**config.mk**
```make
export PLATFORM = sky130hd
export DESIGN_NAME = oaid_ctrl
export DESIGN_NICKNAME = d
export VERILOG_FILES = /design/src/rtl/core/oaid_pkg.sv /design/src/rtl/core/oaid_ctrl.sv
export SDC_FILE = /design/constraint.sdc
export NUM_CORES = 1
export LEC_CHECK = 0
export BUFFER_PORTS_ARGS = -buffer_cell sky130_fd_sc_hd__buf_2
export CORE_AREA = 10 10 162 164
export DETAILED_ROUTE_END_ITERATION = 10
export DIE_AREA = 0 0 172 174
export PLACE_DENSITY = 0.77
export SKIP_CTS_REPAIR_TIMING = 1
export SLEW_MARGIN = 10
export SYNTH_ARGS = -nofsm -noshare
export SYNTH_HDL_FRONTEND = slang
export SYNTH_SLANG_ARGS = --single-unit
```
**constraint.sdc**
```tcl
create_clock -name aclk -period 4.3 [get_ports aclk]
set_input_delay 0 -clock aclk [delete_from_list [all_inputs] [get_ports aclk]]
set_output_delay 0 -clock aclk [all_outputs]
set_load 0.005 [all_outputs]
```
**src/rtl/core/oaid_pkg.sv**
```systemverilog
// Package for the ordered array insert/delete block: item types, mode and status codes.
// No dependencies.
`default_nettype none

package oaid_pkg;

    localparam int MODE_W = 3;
    localparam int IDX_W  = 8;
    localparam int DATA_W = 32;
    localparam int STAT_W = 2;
    localparam int CNT_W  = 9;

    localparam logic [MODE_W-1:0] MODE_APPEND = 3'd0;
    localparam logic [MODE_W-1:0] MODE_INSERT = 3'd1;
    localparam logic [MODE_W-1:0] MODE_EDIT   = 3'd2;
    localparam logic [MODE_W-1:0] MODE_DELETE = 3'd3;
    localparam logic [MODE_W-1:0] MODE_READ   = 3'd4;
    localparam logic [MODE_W-1:0] MODE_FIND   = 3'd5;

    localparam logic [STAT_W-1:0] ST_OK        = 2'd0;
    localparam logic [STAT_W-1:0] ST_BAD_INDEX = 2'd1;
    localparam logic [STAT_W-1:0] ST_FULL      = 2'd2;

    typedef struct packed {
        logic [MODE_W-1:0]        mode;
        logic [IDX_W-1:0]         index;
        logic signed [DATA_W-1:0] data;
    } in_item_t;

    typedef struct packed {
        logic [STAT_W-1:0]        status;
        logic signed [DATA_W-1:0] read_value;
        logic [IDX_W-1:0]         found_position;
        logic [CNT_W-1:0]         entry_count;
        logic [CNT_W-1:0]         logical_capacity;
    } out_item_t;

endpackage

`default_nettype wire

```
**src/rtl/core/oaid_ctrl.sv**
```systemverilog
// Sequencer for the ordered array: request decode, shift/scan walks, count and capacity.
// Depends on oaid_pkg; drives the oaid_mem ports.
`default_nettype none

module oaid_ctrl #(
    parameter int DEPTH = 256,
    parameter int AW    = 8,
    parameter int CW    = 9
) (
    input  logic                aclk,
    input  logic                aresetn,
    input  logic                s_valid,
    output logic                s_ready,
    input  oaid_pkg::in_item_t  s_item,
    output logic                m_valid,
    input  logic                m_ready,
    output oaid_pkg::out_item_t m_item,
    input  logic                cfg_we,
    input  logic [8:0]          cfg_wdata,
    output logic                mem_rd_en,
    output logic [AW-1:0]       mem_rd_addr,
    input  logic [31:0]         mem_rd_data,
    output logic                mem_wr_en,
    output logic [AW-1:0]       mem_wr_addr,
    output logic [31:0]         mem_wr_data
);
    import oaid_pkg::*;

    localparam int XW = (CW > CNT_W) ? CW : CNT_W;

    localparam logic [3:0] S_IDLE      = 4'd0;
    localparam logic [3:0] S_START     = 4'd1;
    localparam logic [3:0] S_UP        = 4'd2;
    localparam logic [3:0] S_UP_FIN    = 4'd3;
    localparam logic [3:0] S_DN        = 4'd4;
    localparam logic [3:0] S_READ      = 4'd5;
    localparam logic [3:0] S_FIND_TGT  = 4'd6;
    localparam logic [3:0] S_FIND_SCAN = 4'd7;
    localparam logic [3:0] S_DONE      = 4'd8;

    logic [3:0]          state_reg, state_next;
    logic [MODE_W-1:0]   mode_reg, mode_next;
    logic [IDX_W-1:0]    idx_reg, idx_next;
    logic [DATA_W-1:0]   data_reg, data_next;
    logic [CW-1:0]       used_reg, used_next;
    logic [CW-1:0]       cap_reg, cap_next;
    logic [AW-1:0]       ptr_reg, ptr_next;
    logic [DATA_W-1:0]   target_reg, target_next;
    logic [STAT_W-1:0]   res_status_reg, res_status_next;
    logic [DATA_W-1:0]   res_rval_reg, res_rval_next;
    logic [IDX_W-1:0]    res_fpos_reg, res_fpos_next;
    logic                m_valid_reg, m_valid_next;
    out_item_t           m_item_reg, m_item_next;

    logic [XW-1:0]       idx_x, used_x, cfg_x;
    logic [AW-1:0]       idx_a, used_a, last_a;
    logic                bad_ins, bad_acc, need_grow, full;
    logic [CW:0]         cap_dbl;
    logic [CW-1:0]       cap_grown, used_inc, used_dec, cap_half, cap_shrunk;
    logic [CW-1:0]       cfg_clamp, cfg_cap;

    // Index, count and capacity arithmetic.
    always_comb begin
        idx_x     = XW'(idx_reg);
        used_x    = XW'(used_reg);
        idx_a     = AW'(idx_reg);
        used_a    = AW'(used_reg);
        used_inc  = used_reg + CW'(1);
        used_dec  = used_reg - CW'(1);
        last_a    = AW'(used_dec);
        bad_ins   = idx_x > used_x;
        bad_acc   = idx_x >= used_x;
        need_grow = used_reg == cap_reg;
        full      = need_grow && (cap_reg == CW'(DEPTH));
        cap_dbl   = {cap_reg, 1'b0};
        if (!need_grow) begin
            cap_grown = cap_reg;
        end else if (cap_dbl > (CW+1)'(DEPTH)) begin
            cap_grown = CW'(DEPTH);
        end else begin
            cap_grown = cap_dbl[CW-1:0];
        end
        cap_half   = cap_reg >> 1;
        cap_shrunk = ((cap_reg > CW'(1)) && (used_dec <= cap_half)) ? cap_half : cap_reg;
        cfg_x      = XW'(cfg_wdata);
        if (cfg_wdata == 9'd0) begin
            cfg_clamp = CW'(1);
        end else if (cfg_x > XW'(DEPTH)) begin
            cfg_clamp = CW'(DEPTH);
        end else begin
            cfg_clamp = CW'(cfg_wdata);
        end
        cfg_cap = (cfg_clamp < used_reg) ? used_reg : cfg_clamp;
    end

    always_comb begin
        state_next      = state_reg;
        mode_next       = mode_reg;
        idx_next        = idx_reg;
        data_next       = data_reg;
        used_next       = used_reg;
        cap_next        = cap_reg;
        ptr_next        = ptr_reg;
        target_next     = target_reg;
        res_status_next = res_status_reg;
        res_rval_next   = res_rval_reg;
        res_fpos_next   = res_fpos_reg;
        m_valid_next    = m_valid_reg;
        m_item_next     = m_item_reg;
        mem_rd_en       = 1'b0;
        mem_rd_addr     = ptr_reg;
        mem_wr_en       = 1'b0;
        mem_wr_addr     = ptr_reg;
        mem_wr_data     = mem_rd_data;

        if (m_valid_reg && m_ready) begin
            m_valid_next = 1'b0;
        end

        unique case (state_reg)
            S_IDLE: begin
                if (s_valid) begin
                    mode_next  = s_item.mode;
                    idx_next   = s_item.index;
                    data_next  = s_item.data;
                    state_next = S_START;
                end
            end
            S_START: begin
                res_status_next = ST_OK;
                res_rval_next   = '0;
                res_fpos_next   = '0;
                state_next      = S_DONE;
                unique case (mode_reg)
                    MODE_APPEND: begin
                        if (full) begin
                            res_status_next = ST_FULL;
                        end else begin
                            mem_wr_en   = 1'b1;
                            mem_wr_addr = used_a;
                            mem_wr_data = data_reg;
                            used_next   = used_inc;
                            cap_next    = cap_grown;
                        end
                    end
                    MODE_INSERT: begin
                        if (bad_ins) begin
                            res_status_next = ST_BAD_INDEX;
                        end else if (full) begin
                            res_status_next = ST_FULL;
                        end else begin
                            cap_next = cap_grown;
                            if (idx_x == used_x) begin
                                mem_wr_en   = 1'b1;
                                mem_wr_addr = idx_a;
                                mem_wr_data = data_reg;
                                used_next   = used_inc;
                            end else begin
                                // Walk down from the last entry, one move per cycle.
                                mem_rd_en   = 1'b1;
                                mem_rd_addr = last_a;
                                ptr_next    = last_a;
                                state_next  = S_UP;
                            end
                        end
                    end
                    MODE_EDIT: begin
                        if (bad_acc) begin
                            res_status_next = ST_BAD_INDEX;
                        end else begin
                            mem_wr_en   = 1'b1;
                            mem_wr_addr = idx_a;
                            mem_wr_data = data_reg;
                        end
                    end
                    MODE_DELETE: begin
                        if (bad_acc) begin
                            res_status_next = ST_BAD_INDEX;
                        end else if (idx_x + XW'(1) == used_x) begin
                            used_next = used_dec;
                            cap_next  = cap_shrunk;
                        end else begin
                            mem_rd_en   = 1'b1;
                            mem_rd_addr = idx_a + AW'(1);
                            ptr_next    = idx_a + AW'(1);
                            state_next  = S_DN;
                        end
                    end
                    MODE_READ: begin
                        if (bad_acc) begin
                            res_status_next = ST_BAD_INDEX;
                        end else begin
                            mem_rd_en   = 1'b1;
                            mem_rd_addr = idx_a;
                            state_next  = S_READ;
                        end
                    end
                    MODE_FIND: begin
                        if (bad_acc) begin
                            res_status_next = ST_BAD_INDEX;
                        end else begin
                            mem_rd_en   = 1'b1;
                            mem_rd_addr = idx_a;
                            state_next  = S_FIND_TGT;
                        end
                    end
                    default: begin
                    end
                endcase
            end
            S_UP: begin
                // Move the entry read last cycle one place up.
                mem_wr_en   = 1'b1;
                mem_wr_addr = ptr_reg + AW'(1);
                mem_wr_data = mem_rd_data;
                if (ptr_reg == idx_a) begin
                    state_next = S_UP_FIN;
                end else begin
                    mem_rd_en   = 1'b1;
                    mem_rd_addr = ptr_reg - AW'(1);
                    ptr_next    = ptr_reg - AW'(1);
                end
            end
            S_UP_FIN: begin
                mem_wr_en   = 1'b1;
                mem_wr_addr = idx_a;
                mem_wr_data = data_reg;
                used_next   = used_inc;
                state_next  = S_DONE;
            end
            S_DN: begin
                // Move the entry read last cycle one place down.
                mem_wr_en   = 1'b1;
                mem_wr_addr = ptr_reg - AW'(1);
                mem_wr_data = mem_rd_data;
                if (ptr_reg == last_a) begin
                    used_next  = used_dec;
                    cap_next   = cap_shrunk;
                    state_next = S_DONE;
                end else begin
                    mem_rd_en   = 1'b1;
                    mem_rd_addr = ptr_reg + AW'(1);
                    ptr_next    = ptr_reg + AW'(1);
                end
            end
            S_READ: begin
                res_rval_next = mem_rd_data;
                state_next    = S_DONE;
            end
            S_FIND_TGT: begin
                target_next = mem_rd_data;
                mem_rd_en   = 1'b1;
                mem_rd_addr = '0;
                ptr_next    = '0;
                state_next  = S_FIND_SCAN;
            end
            S_FIND_SCAN: begin
                // The entry at index matches itself, so the scan always stops.
                if (mem_rd_data == target_reg) begin
                    res_fpos_next = IDX_W'(ptr_reg);
                    state_next    = S_DONE;
                end else begin
                    mem_rd_en   = 1'b1;
                    mem_rd_addr = ptr_reg + AW'(1);
                    ptr_next    = ptr_reg + AW'(1);
                end
            end
            S_DONE: begin
                if (!m_valid_reg || m_ready) begin
                    m_item_next.status           = res_status_reg;
                    m_item_next.read_value       = res_rval_reg;
                    m_item_next.found_position   = res_fpos_reg;
                    m_item_next.entry_count      = CNT_W'(used_reg);
                    m_item_next.logical_capacity = CNT_W'(cap_reg);
                    m_valid_next                 = 1'b1;
                    state_next                   = S_IDLE;
                end
            end
            default: begin
                state_next = S_IDLE;
            end
        endcase

        if (cfg_we) begin
            cap_next = cfg_cap;
        end
    end

    always_ff @(posedge aclk) begin
        if (!aresetn) begin
            state_reg   <= S_IDLE;
            used_reg    <= '0;
            cap_reg     <= CW'(1);
            m_valid_reg <= 1'b0;
        end else begin
            state_reg   <= state_next;
            used_reg    <= used_next;
            cap_reg     <= cap_next;
            m_valid_reg <= m_valid_next;
        end
    end

    always_ff @(posedge aclk) begin
        mode_reg       <= mode_next;
        idx_reg        <= idx_next;
        data_reg       <= data_next;
        ptr_reg        <= ptr_next;
        target_reg     <= target_next;
        res_status_reg <= res_status_next;
        res_rval_reg   <= res_rval_next;
        res_fpos_reg   <= res_fpos_next;
        m_item_reg     <= m_item_next;
    end

    assign s_ready = (state_reg == S_IDLE);
    assign m_valid = m_valid_reg;
    assign m_item  = m_item_reg;

endmodule

`default_nettype wire

```
Word-level counts from Yosys, hierarchy flattened

Index checks and enable logic that the tools add are counted.

Output and inout bits: 112
Register bits after elaboration: 208

$lt $le $gt $ge: 7
Mux-type cells: 90
Reduce and logical (&&, ||, !) cells: 24
Equal/unequal tests: 38
$add $sub $neg: 6

Operators with widths:

| kind                                                            | count |
|---|---|
| 2-to-1 mux 9 bit                                                | 19 |
| 2-to-1 mux 32 bit                                               | 5 |
| case mux 32 bit (2 select lines)                                | 2 |
| 2-to-1 mux 8 bit                                                | 14 |
| case mux 32 bit (3 select lines)                                | 1 |
| case mux 9 bit (3 select lines)                                 | 3 |
| case mux 8 bit (5 select lines)                                 | 2 |
| 2-to-1 mux 4 bit                                                | 12 |
| case mux 8 bit (3 select lines)                                 | 2 |
| == test 32 bit                                                  | 1 |
| case mux 4 bit (8 select lines)                                 | 1 |
| case mux 8 bit (2 select lines)                                 | 2 |
| case mux 8 bit (4 select lines)                                 | 1 |
| inequality test 3 bit (second input constant)                   | 7 |
| == test 9 bit                                                   | 2 |
| case mux 9 bit (2 select lines)                                 | 1 |
| 2-to-1 mux 1 bit                                                | 17 |
| adder 8 x 1 -> 8 bit (second input constant)                    | 2 |
| == test 4 x 3 -> 1 bit (second input constant)                  | 4 |
| == test 8 bit                                                   | 2 |
| case mux 4 bit (4 select lines)                                 | 1 |
| inequality test 4 bit (second input constant)                   | 3 |
| greater-than comparator 10 x 9 -> 1 bit (second input constant) | 1 |
| inequality test 2 bit (second input constant)                   | 5 |
| other kinds (42)                                                | 55 |

Longest topological paths before layout

Word-level depth: 9
Depth in mapped cells: 14
Gate-level depth less buffers: 13

Worst setup path after synthesis

No wires, ideal clock.

Kind: reg2reg
Start point: register state_reg[0]
End point: register m_item_reg (netlist bit m_item[0]) (enable)
Required time: 3.815 ns
Period minus slack after synthesis: 4.318 ns
Arrival time: 3.832 ns
Library setup time: 0.485 ns
Stages on the path, launching flop included: 5
Path slack: -0.018 ns
Path buffers: 2
Cell sequence: dfxtp_1 -> clkbuf_1 -> buf_1 -> nor4b_1 -> nor2b_1

Longest elaborated chain between the ends: 2

Ends and longest elaborated chain:

| what                          | RTL line         | source |
|---|---|---|
| start, declared               | oaid_ctrl.sv:41  | `logic [3:0] state_reg, state_next;` |
| start signal, assigned        | oaid_ctrl.sv:296 | `state_reg <= state_next;` |
| == test 4 bit                 | oaid_ctrl.sv:120 | `unique case (state_reg)` |
| AND reduction 2 bit (no line) | n/a              |  |
| end signal, assigned          | oaid_ctrl.sv:312 | `m_item_reg <= m_item_next;` |
| end, declared                 | oaid_ctrl.sv:53  | `out_item_t m_item_reg, m_item_next;` |

No other way between the ends.
A chain may end at the register's enable or synchronous reset.

Worst setup path in the final report

Start point: register idx_reg[0], in the netlist idx_a[0]
End point: output mem_wr_data[5]

Longest elaborated chain between the ends: 6
Elaborated cells on any way between the ends: 9
Classes of those cells: 2 x order compare; 1 x eq/ne; 6 x mux

Ends and longest elaborated chain:

| what                                                                                               | RTL line         | source |
|---|---|---|
| start, declared                                                                                    | oaid_ctrl.sv:43  | `logic [IDX_W-1:0] idx_reg, idx_next;` |
| start signal, assigned                                                                             | oaid_ctrl.sv:305 | `idx_reg <= idx_next;` |
| parallel branches: the longest is 4 deep, another holds greater-or-equal comparator 8 x 9 -> 1 bit | n/a              |  |
| case mux 32 bit (3 select lines) *                                                                 | oaid_ctrl.sv:134 | `unique case (mode_reg)` |
| case mux 32 bit (2 select lines) *                                                                 | oaid_ctrl.sv:120 |  |
| end, declared                                                                                      | oaid_ctrl.sv:25  | `output logic [31:0] mem_wr_data` |

Every way passes the cells marked *.

==> results.toml <==
[timing]
slew_viol_final = 0
hold_ws_ps = -13.9
fin_crit_sh_pct = 93.5
hold_viol = 3
setup_tns_ps = 0
fmax_ghz = 0.249
setup_viol = 0
fin_worst_skew_ps = 15.2
rsz0062_at_grt = "false"
slew_headroom_pct = 22.8
tightest_slew_ps = 1160
period_minus_slack_ps = 4020

[detailed_routing]
via_per_inst = 6.29
drtIter0Drc = 1362
wirelength_mm = 40.0
first_pass_iters = 5
wire_per_inst_um = 24.1
antenna_left = 0
drc = 0
num_vias = 10400

[final_layout]
nNetsFinal = 1470
fin_util_pct = 64.4
largest_register_ff_count = 60
drive_gt1_share_pct = 25.7
final_area_um2 = 14900
syn2layout_area_growth_pct = 25.9

[logic_synthesis]
synth.area.top_cells = "edfxtp_1 47%, xnor2_1 4.8%, dfxtp_1 3.9%"
ys_types = 78
seq_area_frac_synth_pct = 50.8
syn_inst = 1061
synth-edff-count = 185
synth_top_cell_by_area = "edfxtp_1"
syn-num-nets = 1182
synthFlopType = "edfxtp_1"
synthArstFlopShare_pct = 0
avgSynthCellArea_um2 = 11.2
netlist_area_um2 = 11800
yosysTopAreaCellShare_pct = 46.9
ys.warnings.count = 0
synth-seq-cells = 208

[worst_setup_path]
path_cells = "inv_1 > ha_1 > nand2b_1 > a2111o_1 > a31o_2 > a211o_1 > a21oi_2 > nor2_2 > o21ai_4 > buf_6 > mux2_2 > buf_2"
crit_fanout = 32
cp-start-kind = "flip-flop"
crit_path_top_delay_cell = "edfxtp_1"
cp.arrival_ps = 4020
cp-end-kind = "output pin"
cp.required_ps = 4300
worstSetupPathType = "reg2out"
slowest_delay_ps = 470

[floorplan]
ios = 201
num_rows = 56
die_w_um = 172
die_h_um = 174
core_region_area_um2 = 23100
initial_core_util_pct = 51.2
die_area_um2 = 29900

[global_routing]
first_global_vias = 9505
antenna_found_initial = 5
grtUsageTotal_pct = 24.1
grt.overflow.total = 0
grt_max_degree = 61
grt_pass1_wl_mm = 56.7

[placed_design]
portBuffers = 200
place.detailed.hpwl_mm = 27.5
place_congestion = 1.01
place_area_um2 = 13300

[power_and_ir_drop]
power_density_nw_per_um2 = 600
total_power_mw = 8.94
p_leak_nw = 5.72
vdd_drop_max_v = 0.000514

[hold_path]
hold_path.class = "in2reg"

[run_status]
status = "finished, violations left"
violations = "negative hold slack"

[cts]
cts_buffer_depth = 3
numCtsBuffers = 23
clk_latency_ps = 530
cts_sinks = 208
cts_root_buf = "clkbuf_16"
path_clk_slew_ps = 60
cts_tree = "yes"
h-tree-depth = 1

[flow_run]
cap_viol_max_count = 0
==> where the power goes <==
group	internal [mW]	leakage, nW	switching, mW	total (mW)
clock	1.11	0.362	0.815	1.92
combinational	1.48	3.45	2.38	3.86
sequential	2.79	1.91	0.369	3.16
==> stage by stage <==
stage / setup slack [ps] / std cells / hold WS (ps)
2_1_floorplan: 846 / 1061 / 98.9
3_3_place_gp: 797 / 1526 / 176
3_5_place_dp: 648 / 1526 / 178
4_1_cts: 56.9 / 1567 / -380
5_1_grt: 23.6 / 1660 / 21.7
6_report: 278 / 1660 / -13.9
==> routing by layer <==
metal	global-route usage, %	vias up	wire, um
li1	-	4640	-
met1	32.5	4997	15800
met2	37.5	667	18800
met3	4.19	132	3530
met4	9.49	2	1890
met5	0	-	13
==> worst paths after layout <==
path	start	to	slack [ps]	cells past startpoint
hold reg to reg	res_rval_reg[24]$_SDFFCE_PN0P_	m_item[50]$_DFFE_PP_	410	0
setup / recovery	idx_a[0]$_DFFE_PP_	mem_wr_data[5]	280	12
hold / removal	cfg_wdata[8]	cap_reg[6]$_SDFFE_PN0P_	-10	4
setup reg to reg	used_reg[5]$_SDFFE_PN0P_	cap_reg[7]$_SDFFE_PN0P_	670	12
==> layout make-up <==
type | instances | area, um2
antenna | 5 | 12.5
clock buffer | 24 | 579
clock inverter | 17 | 155
fill | 1817 | 8220
inverter | 33 | 124
multi-input combinational | 747 | 5410
sequential | 208 | 6020
tap | 290 | 363
timing repair buffer | 336 | 2240
==> cells in the final DEF (no fill, tap or decap), types with 23 or more instances in the layout <==
master	instances
a221oi_1	25
and3_1	40
xnor2_1	65
buf_4	50
mux2_2	34
o21ai_0	42
clkbuf_16	23
nor2_1	65
dfxtp_1	23
nand2_1	67
buf_2	200
ha_1	32
inv_1	33
dlygate4sd3_1	85
edfxtp_1	185
a21oi_1	56
==> critical path: cells and delay by family (launching register included) <==
| family | cells | cell delay (ps) |
|---|---|---|
| adder cells (fa/ha/maj) | 1 | 270 |
| multiplexers | 1 | 390 |
| AND/OR/NAND/NOR | 2 | 270 |
| buffers and inverters | 3 | 610 |
| flip-flops | 1 | 470 |
| AO/OA/AOI/OAI | 5 | 1460 |
==> cell usage after synthesis, drive strengths merged (5+ instances only) <==
cell,instances
edfxtp,185
nand2,67
nor2,67
xnor2,65
a21oi,60
clkbuf,44
o21ai,44
and3,40
mux2,36
inv,33
ha,32
buf,29
a221oi,26
dfxtp,23
xor2,21
mux2i,18
nand3,17
nand4,17
nor3,17
nor2b,16
nor4,16
a211oi,15
a31oi,13
a311oi,11
a21o,10
nand2b,10
o31ai,10
and2,9
a22o,8
a2111oi,7
o211ai,7
a221o,6
o21a,6
and4,5
o221ai,5
o22ai,5
or2,5
or3,5
==> cell families after synthesis <==
group	Yosys count	share of synthesized area, %
and+or+nand+nor	301	13.4
AOI/OAI and AO/OA	269	16.4
DFF	208	50.8
buffers and inverters	106	3.81
xor gates and xnor gates	90	7.13
muxes	54	4.95
adders and majority gates	33	3.47
No activity file was read; power rests on OpenSTA's default activity.
